[src/design/hhc_pkg.sv]
package hhc_pkg;

	// Table geometry.
	localparam int SLOTS   = 16;
	localparam int IDX_W   = (SLOTS > 1) ? $clog2(SLOTS) : 1;
	localparam int USED_W  = $clog2(SLOTS + 1);
	localparam int KEY_W   = 32;
	localparam int CNT_W   = 32;
	localparam int RD_W    = 4;
	localparam int STAT_W  = 2;

	localparam logic [CNT_W-1:0] CNT_MAX = {CNT_W{1'b1}};

	// Request operation codes.
	localparam logic OP_COUNT = 1'b0;
	localparam logic OP_READ  = 1'b1;

	// Result status codes.
	localparam logic [STAT_W-1:0] ST_HIT    = 2'd0;
	localparam logic [STAT_W-1:0] ST_INSERT = 2'd1;
	localparam logic [STAT_W-1:0] ST_DROP   = 2'd2;
	localparam logic [STAT_W-1:0] ST_READ   = 2'd3;

	// Action broadcast to every cell of the row.
	typedef enum logic [2:0] {
		CA_NONE,
		CA_HIT,
		CA_INSERT,
		CA_DECAY,
		CA_PUSH
	} cell_act_t;

	typedef struct packed {
		cell_act_t        act;
		logic [KEY_W-1:0] key;
		logic [RD_W-1:0]  idx;
		logic [IDX_W-1:0] slot;
	} cell_cmd_t;

	// Data handed from one cell to the next along the row.
	typedef struct packed {
		logic             hit;
		logic             rd_valid;
		logic [KEY_W-1:0] rd_key;
		logic [CNT_W-1:0] rd_count;
		logic             sel_found;
		logic [IDX_W-1:0] sel_idx;
	} cell_chain_t;

	typedef enum logic [2:0] {
		S_IDLE,
		S_LOOKUP,
		S_DECAY,
		S_PUSH
	} hhc_state_t;

	// Free list ring pointer advance.
	function automatic logic [IDX_W-1:0] ring_next(input logic [IDX_W-1:0] p);
		ring_next = (p == IDX_W'(SLOTS - 1)) ? '0 : p + 1'b1;
	endfunction

endpackage

[src/design/heavy_hitter_counter.sv]
// Frequent-items table of SLOTS key/counter cells in a row. Every request
// is first captured, then all cells compare the key at once and hand hit
// and read data along the row. A count request that misses a full table
// adds a decay round: every held counter above zero decrements and every
// held counter at zero frees its slot, then the freed slots go onto the
// free list one at a time in ascending order, lowest first through the row,
// and last comes the insert or drop. One request is in work at a time; the
// result waits in an output register and the next request is taken once
// the result is formed.
module heavy_hitter_counter
	import hhc_pkg::*;
(
	input  logic                clk,
	input  logic                arst_n,
	input  logic                in_valid,
	output logic                in_ready,
	input  logic                operation,
	input  logic [KEY_W-1:0]    item_key,
	input  logic [RD_W-1:0]     slot_index,
	output logic                out_valid,
	input  logic                out_ready,
	output logic [STAT_W-1:0]   status,
	output logic                slot_valid,
	output logic [KEY_W-1:0]    slot_key,
	output logic [CNT_W-1:0]    slot_count,
	output logic [USED_W-1:0]   occupied
);

	hhc_state_t state_q, state_d;

	logic             op_q;
	logic [KEY_W-1:0] key_q;
	logic [RD_W-1:0]  idx_q;

	logic [IDX_W-1:0]  free_q [SLOTS];
	logic [IDX_W-1:0]  head_q;
	logic [IDX_W-1:0]  tail_q;
	logic [USED_W-1:0] used_q;

	logic              out_valid_q;
	logic [STAT_W-1:0] status_q;
	logic              slot_valid_q;
	logic [KEY_W-1:0]  slot_key_q;
	logic [CNT_W-1:0]  slot_count_q;
	logic [USED_W-1:0] occupied_q;

	cell_cmd_t   cmd;
	cell_chain_t chain [SLOTS+1];

	logic              go;
	logic              accept;
	logic              pop;
	logic              push;
	logic              load;
	logic [STAT_W-1:0] ld_status;
	logic              ld_valid;
	logic [KEY_W-1:0]  ld_key;
	logic [CNT_W-1:0]  ld_count;
	logic [USED_W-1:0] ld_occ;
	cell_act_t         act;

	assign go     = !out_valid_q || out_ready;
	assign accept = in_valid && in_ready;

	assign cmd.act  = act;
	assign cmd.key  = key_q;
	assign cmd.idx  = idx_q;
	assign cmd.slot = free_q[head_q];

	// Row of slot cells.
	assign chain[0] = '0;
	for (genvar i = 0; i < SLOTS; i++) begin : g_cell
		hhc_cell u_cell (
			.clk       (clk),
			.arst_n    (arst_n),
			.my_index  (IDX_W'(i)),
			.cmd       (cmd),
			.chain_in  (chain[i]),
			.chain_out (chain[i+1])
		);
	end

	// State register.
	always_ff @(posedge clk or negedge arst_n) begin
		if (!arst_n) begin
			state_q <= S_IDLE;
		end else begin
			state_q <= state_d;
		end
	end

	// Next state, cell action and result formation.
	always_comb begin
		state_d   = state_q;
		in_ready  = 1'b0;
		act       = CA_NONE;
		pop       = 1'b0;
		push      = 1'b0;
		load      = 1'b0;
		ld_status = ST_DROP;
		ld_valid  = 1'b0;
		ld_key    = '0;
		ld_count  = '0;
		ld_occ    = used_q;
		unique case (state_q)
			S_IDLE: begin
				in_ready = 1'b1;
				if (in_valid) begin
					state_d = S_LOOKUP;
				end
			end
			S_LOOKUP: begin
				if (op_q == OP_READ) begin
					if (go) begin
						load      = 1'b1;
						ld_status = ST_READ;
						ld_valid  = chain[SLOTS].rd_valid;
						ld_key    = chain[SLOTS].rd_key;
						ld_count  = chain[SLOTS].rd_count;
						state_d   = S_IDLE;
					end
				end else if (chain[SLOTS].hit) begin
					if (go) begin
						act       = CA_HIT;
						load      = 1'b1;
						ld_status = ST_HIT;
						state_d   = S_IDLE;
					end
				end else if (used_q < USED_W'(SLOTS)) begin
					if (go) begin
						act       = CA_INSERT;
						pop       = 1'b1;
						load      = 1'b1;
						ld_status = ST_INSERT;
						ld_occ    = used_q + 1'b1;
						state_d   = S_IDLE;
					end
				end else begin
					state_d = S_DECAY;
				end
			end
			S_DECAY: begin
				act     = CA_DECAY;
				state_d = S_PUSH;
			end
			S_PUSH: begin
				if (chain[SLOTS].sel_found) begin
					act  = CA_PUSH;
					push = 1'b1;
				end else if (go) begin
					load    = 1'b1;
					state_d = S_IDLE;
					if (used_q < USED_W'(SLOTS)) begin
						act       = CA_INSERT;
						pop       = 1'b1;
						ld_status = ST_INSERT;
						ld_occ    = used_q + 1'b1;
					end else begin
						ld_status = ST_DROP;
					end
				end
			end
			default: begin
				state_d = S_IDLE;
			end
		endcase
	end

	// Captured request.
	always_ff @(posedge clk) begin
		if (accept) begin
			op_q  <= operation;
			key_q <= item_key;
			idx_q <= slot_index;
		end
	end

	// Free list ring and occupancy.
	always_ff @(posedge clk or negedge arst_n) begin
		if (!arst_n) begin
			for (int i = 0; i < SLOTS; i++) begin
				free_q[i] <= IDX_W'(i);
			end
			head_q <= '0;
			tail_q <= '0;
			used_q <= '0;
		end else begin
			if (push) begin
				free_q[tail_q] <= chain[SLOTS].sel_idx;
				tail_q         <= ring_next(tail_q);
				used_q         <= used_q - 1'b1;
			end else if (pop) begin
				head_q <= ring_next(head_q);
				used_q <= used_q + 1'b1;
			end
		end
	end

	// Output register.
	always_ff @(posedge clk or negedge arst_n) begin
		if (!arst_n) begin
			out_valid_q <= 1'b0;
		end else if (load) begin
			out_valid_q <= 1'b1;
		end else if (out_ready) begin
			out_valid_q <= 1'b0;
		end
	end

	always_ff @(posedge clk) begin
		if (load) begin
			status_q     <= ld_status;
			slot_valid_q <= ld_valid;
			slot_key_q   <= ld_key;
			slot_count_q <= ld_count;
			occupied_q   <= ld_occ;
		end
	end

	assign out_valid  = out_valid_q;
	assign status     = status_q;
	assign slot_valid = slot_valid_q;
	assign slot_key   = slot_key_q;
	assign slot_count = slot_count_q;
	assign occupied   = occupied_q;

	// The free list is empty when the table is full and full when it is empty.
	a_ring_ends: assert property (@(posedge clk) disable iff (!arst_n)
		(used_q == '0 || used_q == USED_W'(SLOTS)) |-> (head_q == tail_q))
		else $error("free list pointers disagree with occupancy");

	// A decay round only starts on a full table.
	a_decay_full: assert property (@(posedge clk) disable iff (!arst_n)
		(state_q == S_DECAY) |-> (used_q == USED_W'(SLOTS)))
		else $error("decay round on a table that is not full");

	// Each freed slot moved onto the free list lowers occupancy by one.
	a_push_used: assert property (@(posedge clk) disable iff (!arst_n)
		push |=> (used_q == $past(used_q) - 1'b1))
		else $error("occupancy not lowered by a free list push");

	// Occupancy never exceeds the table size.
	a_used_range: assert property (@(posedge clk) disable iff (!arst_n)
		used_q <= USED_W'(SLOTS))
		else $error("occupancy out of range");

endmodule

[src/design/hhc_cell.sv]
module hhc_cell
	import hhc_pkg::*;
(
	input  logic             clk,
	input  logic             arst_n,
	input  logic [IDX_W-1:0] my_index,
	input  cell_cmd_t        cmd,
	input  cell_chain_t      chain_in,
	output cell_chain_t      chain_out
);

	logic             in_use_q;
	logic             pend_q;
	logic [KEY_W-1:0] key_q;
	logic [CNT_W-1:0] count_q;

	logic match;
	logic rd_here;
	logic sel_mine;
	logic ins_here;

	assign match    = in_use_q && (key_q == cmd.key);
	assign rd_here  = in_use_q && (cmd.idx == RD_W'(my_index));
	assign sel_mine = pend_q && !chain_in.sel_found;
	assign ins_here = (cmd.slot == my_index);

	// Pass hit, read data and the lowest pending freed slot along the row.
	always_comb begin
		chain_out           = chain_in;
		chain_out.hit       = chain_in.hit | match;
		chain_out.sel_found = chain_in.sel_found | pend_q;
		if (sel_mine) begin
			chain_out.sel_idx = my_index;
		end
		if (rd_here) begin
			chain_out.rd_valid = 1'b1;
			chain_out.rd_key   = key_q;
			chain_out.rd_count = count_q;
		end
	end

	// Slot control state and counter.
	always_ff @(posedge clk or negedge arst_n) begin
		if (!arst_n) begin
			in_use_q <= 1'b0;
			pend_q   <= 1'b0;
			count_q  <= '0;
		end else begin
			unique case (cmd.act)
				CA_HIT: begin
					if (match && count_q != CNT_MAX) begin
						count_q <= count_q + 1'b1;
					end
				end
				CA_INSERT: begin
					if (ins_here) begin
						in_use_q <= 1'b1;
						count_q  <= CNT_W'(1);
					end
				end
				CA_DECAY: begin
					if (in_use_q) begin
						if (count_q == '0) begin
							in_use_q <= 1'b0;
							pend_q   <= 1'b1;
						end else begin
							count_q <= count_q - 1'b1;
						end
					end
				end
				CA_PUSH: begin
					if (sel_mine) begin
						pend_q <= 1'b0;
					end
				end
				default: begin
				end
			endcase
		end
	end

	// Key storage is written only on insert and needs no reset.
	always_ff @(posedge clk) begin
		if (cmd.act == CA_INSERT && ins_here) begin
			key_q <= cmd.key;
		end
	end

endmodule

[config.mk]
export PLATFORM = sky130hd
export DESIGN_NAME = heavy_hitter_counter
export DESIGN_NICKNAME = d
export VERILOG_FILES = /design/src/design/hhc_pkg.sv /design/src/design/heavy_hitter_counter.sv /design/src/design/hhc_cell.sv
export SDC_FILE = /design/constraint.sdc
export NUM_CORES = 2
export LEC_CHECK = 0
export BUFFER_PORTS_ARGS = -buffer_cell sky130_fd_sc_hd__buf_2
export CAP_MARGIN = 30
export CORE_UTILIZATION = 50
export CTS_CLUSTER_DIAMETER = 100
export DETAILED_ROUTE_END_ITERATION = 6
export PLACE_DENSITY = 0.66
export SLEW_MARGIN = 20
export SYNTH_ARGS = -nofsm -noshare
export SYNTH_HDL_FRONTEND = slang
export SYNTH_SLANG_ARGS = --single-unit
[constraint.sdc]
create_clock -name clk -period 26.1 [get_ports clk]
set_input_delay 5.22 -clock clk [delete_from_list [all_inputs] [get_ports clk]]
set_output_delay 5.22 -clock clk [all_outputs]
set_load 0.01 [all_outputs]
==> flow_metrics.env <==
export IMPL_status="finished, violations left"
export IMPL_violations="DRC"
export IMPL_p_per_area_nw_per_um2=70.65
export IMPL_wire_per_inst_um=26.94
export IMPL_grt_pass1_wl_mm=431.2
export IMPL_maxCapViolCount=0
export IMPL_ctsResizeCount=0
export IMPL_clock_skew_ns=0.04300
export IMPL_core_um2=163100
export IMPL_p_switching_mw=2.241
export IMPL_ios=115
export IMPL_cts_setup_buffers=0
export IMPL_worstMarginPinSlew_ns=1.261
export IMPL_start_util_pct=50.50
export IMPL_track_usage_pct=33.99
export IMPL_setup_viol=0
export IMPL_netlist_area_um2=82390
export IMPL_synth_edff_count=621
export IMPL_drtPass1Iterations=7
export IMPL_period_minus_slack_ns=9.113
export IMPL_arrival_ns=9.79
export IMPL_syn_area_per_cell_um2=9.652
export IMPL_synthArstFlopShare_pct=50.16
export IMPL_worst_ir_drop_vdd_v=0.00006785
export IMPL_period_share_pct=34.92
export IMPL_synth_seq_cells=1246
export IMPL_hold_class="reg -> reg"
export IMPL_synthMostInstantiatedCell="nand2_1"
export IMPL_first_iter_violations=9500
export IMPL_port_buffer_count=114
export IMPL_postLayoutCellArea_um2=90600
export IMPL_drt_wl_total_mm=291.4
export IMPL_layout_drive_gt1_share_pct=7.375
export IMPL_ant_nets=0
export IMPL_slew_viol_final=0
export IMPL_dieHeight_um=407.9
export IMPL_root_buffer="clkbuf_16"
export IMPL_gp_congestion=1.033
export IMPL_grt_pass1_vias=67460
export IMPL_yosysWarningCount=0
export IMPL_synth_ff_type="edfxtp_1"
export IMPL_drc=119
export IMPL_relSlewSlack_pct=15.18
export IMPL_syn_nets=9081
export IMPL_crit_path_end_kind="register"
export IMPL_die_area_um2=166400
export IMPL_final_hold_viol_count=0
export IMPL_worst_path_max_fanout=85
export IMPL_pwr_share_seq_pct=43.7
export IMPL_power_frac_clock_pct=33.5
export IMPL_cts_buffers=150
export IMPL_yosys_top_cells_count="nand2_1, edfxtp_1, dfrtp_1"
export IMPL_ys_types=95
export IMPL_path_cells="buf_2 > nand2b_1 > nand2_1 > or3_1 > o31ai_4 > buf_4 > buf_4 > buf_4 > or3_1 > a21oi_1 > o31ai_1 > o31ai_1"
export IMPL_rsz0062_at_grt="no"
export IMPL_synthCells=8536
export IMPL_power_leakage_nw=36.26
export IMPL_vias=72640
export IMPL_cts_hold_buf=0
export IMPL_slowest_delay_ns=0.87
export IMPL_dpl_instance_area_um2=85490
export IMPL_areaGrowthSynthToFinish_pct=9.970
export IMPL_cp_required_ns=26.78
export IMPL_fmax_mhz=109.7
export IMPL_die_w_um=407.9
export IMPL_grt_max_degree=163
export IMPL_slowest_stage="buf_4"
export IMPL_power_mw=6.401
export IMPL_cpLargestDelayFamily="buffers and inverters"
export IMPL_cts_sinks=1246
export IMPL_std_cell_rows=148
export IMPL_cts_max_level=4
export IMPL_synth_largest_area_cell="edfxtp_1"
export IMPL_worstSkewPairLatency_ns=0.82
export IMPL_setup_tns_final_ns=0
export IMPL_synth_seq_area_share_pct=41.67
export IMPL_comb_power_share_pct=22.8
export IMPL_grt_remaining_overflow=0
export IMPL_clk_pin_slew_worst_paths_ns=0.06
export IMPL_hold_ws_ns=0.4764
export IMPL_synth_top_cell_area_share_pct=22.63
export IMPL_critical_path_class="in -> reg"
export IMPL_start_kind="primary input"
export IMPL_viasPerCell=6.717
export IMPL_final_nets=9060
export IMPL_swShare_pct=35.01
export IMPL_utilization_pct=55.53
export IMPL_tritoncts="built"
export IMPL_cp_num_buf_inv=4
export IMPL_crit_path_frequent_cell="buf_4"
export IMPL_synth_area_leaders="edfxtp_1, dfrtp_1, ha_1"
export IMPL_p_int_mw=4.160
export IMPL_grt_antenna_before_repair=8
export IMPL_clockBufferDepth=3
export IMPL_hpwlAfterDp_mm=215.1
[kinds of logic (layout without fill, tap and decap cells)]
kind of cell             Yosys count  count (layout)  share of synthesized area (%)
XOR/XNOR                         896             896                          9.525
AND/OR/NAND/NOR                 2895            2895                          17.55
flip-flops                      1246            1246                          41.67
AO/OA/AOI/OAI                   2370            2370                          19.98
adder cells (fa/ha/maj)          504             504                          7.800
multiplexers                      38              38                         0.5908
other                              1               3                       0.004552
buffers and inverters            586             687                          2.879
[power by group through the flow]
stage	clock network (mW)	logic, mW	registers, mW
after floorplan	0	1.12	2.61
after global placement	0	1.38	2.80
after detailed placement	0	1.43	2.81
after CTS	2.17	1.44	2.78
after global routing	2.24	1.63	2.83
final	2.14	1.46	2.80
[routing by layer]
metal  vias up  global-route usage [%]  part of all wire [%]
met2      3625                   52.57                    45
met1     35350                   45.03                    40
met4         6                   19.59                   6.5
met3       714                   5.698                   8.6
met5         -                       0                 0.015
li1      32950                       -                     -
[stage by stage]
stage,worst slack [ns],cells
floorplan,9.204,8536
global placement,16.31,10520
detailed placement,16.32,10530
CTS,17.18,10810
global route,16.79,10810
finish,16.99,10810
[path summary, 6_finish.rpt]
kind / from / endpoint / slack, ns / cells past startpoint
worst max-delay path: out_ready / g_cell[6].u_cell.count_q[31] / 16.99 / 12
worst min-delay path: free_q[5] / free_q[5] / 0.48 / 2
worst max register to register: key_q[20] / g_cell[6].u_cell.count_q[31] / 19.48 / 15
worst min register to register: free_q[5] / free_q[5] / 0.48 / 2
max in group asynchronous: arst_n / g_cell[2].u_cell.count_q[27] / 18.68 / 4
min in group asynchronous: arst_n / g_cell[9].u_cell.count_q[13] / 4.42 / 1
[tightest hold or removal path: stages (launching register included)]
cell and delay (ns):
dfstp_2 0.37, nand2_1 0.04, o21ai_0 0.06
[layout make-up]
type | instances | area (um^2)
flip-flops and latches | 1246 | 34330
repair buffers | 242 | 1794
fillers | 14360 | 72540
inverters | 171 | 649.4
diodes | 2 | 5.005
clock inverters | 77 | 878.3
multi-input cells | 6704 | 46090
well taps | 2175 | 2721
clock buffers | 197 | 4133
[layout by cell type, fill, tap and decap left out, types with 25 or more instances in the layout]
| cell | instances |
|---|---|
| a211oi_1 | 64 |
| a21o_1 | 164 |
| a21oi_1 | 436 |
| a221o_1 | 25 |
| a221oi_1 | 25 |
| a222oi_1 | 175 |
| a22o_1 | 54 |
| a31oi_1 | 45 |
| and3_1 | 64 |
| buf_2 | 113 |
| buf_4 | 110 |
| clkbuf_1 | 29 |
| clkbuf_16 | 152 |
| dfrtp_1 | 593 |
| dfstp_2 | 32 |
| edfxtp_1 | 621 |
| ha_1 | 488 |
| inv_1 | 170 |
| mux2i_1 | 25 |
| nand2_1 | 974 |
| nand2b_1 | 84 |
| nand3_1 | 219 |
| nand4_1 | 358 |
| nor2_1 | 343 |
| nor2b_1 | 89 |
| nor3_1 | 214 |
| nor4_1 | 302 |
| o211ai_1 | 37 |
| o21a_1 | 71 |
| o21ai_0 | 441 |
| o21bai_1 | 60 |
| o22ai_1 | 134 |
| o31ai_1 | 341 |
| o41ai_1 | 60 |
| or3_1 | 58 |
| xnor2_1 | 448 |
| xor2_1 | 448 |
[state kept, by name, summed over array words and instances (netlist names), 3 cells and up]
signal                  cells
g_cell.u_cell.in_use_q     16
slot_count                 32
key_q                      32
state_q                     3
g_cell.u_cell.count_q     512
g_cell.u_cell.key_q       512
used_q                      5
g_cell.u_cell.pend_q       16
slot_key                   32
free_q                     64
idx_q                       4
tail_q                      4
head_q                      4
occupied                    5
Note: power is estimated with default switching activity, not from simulation.
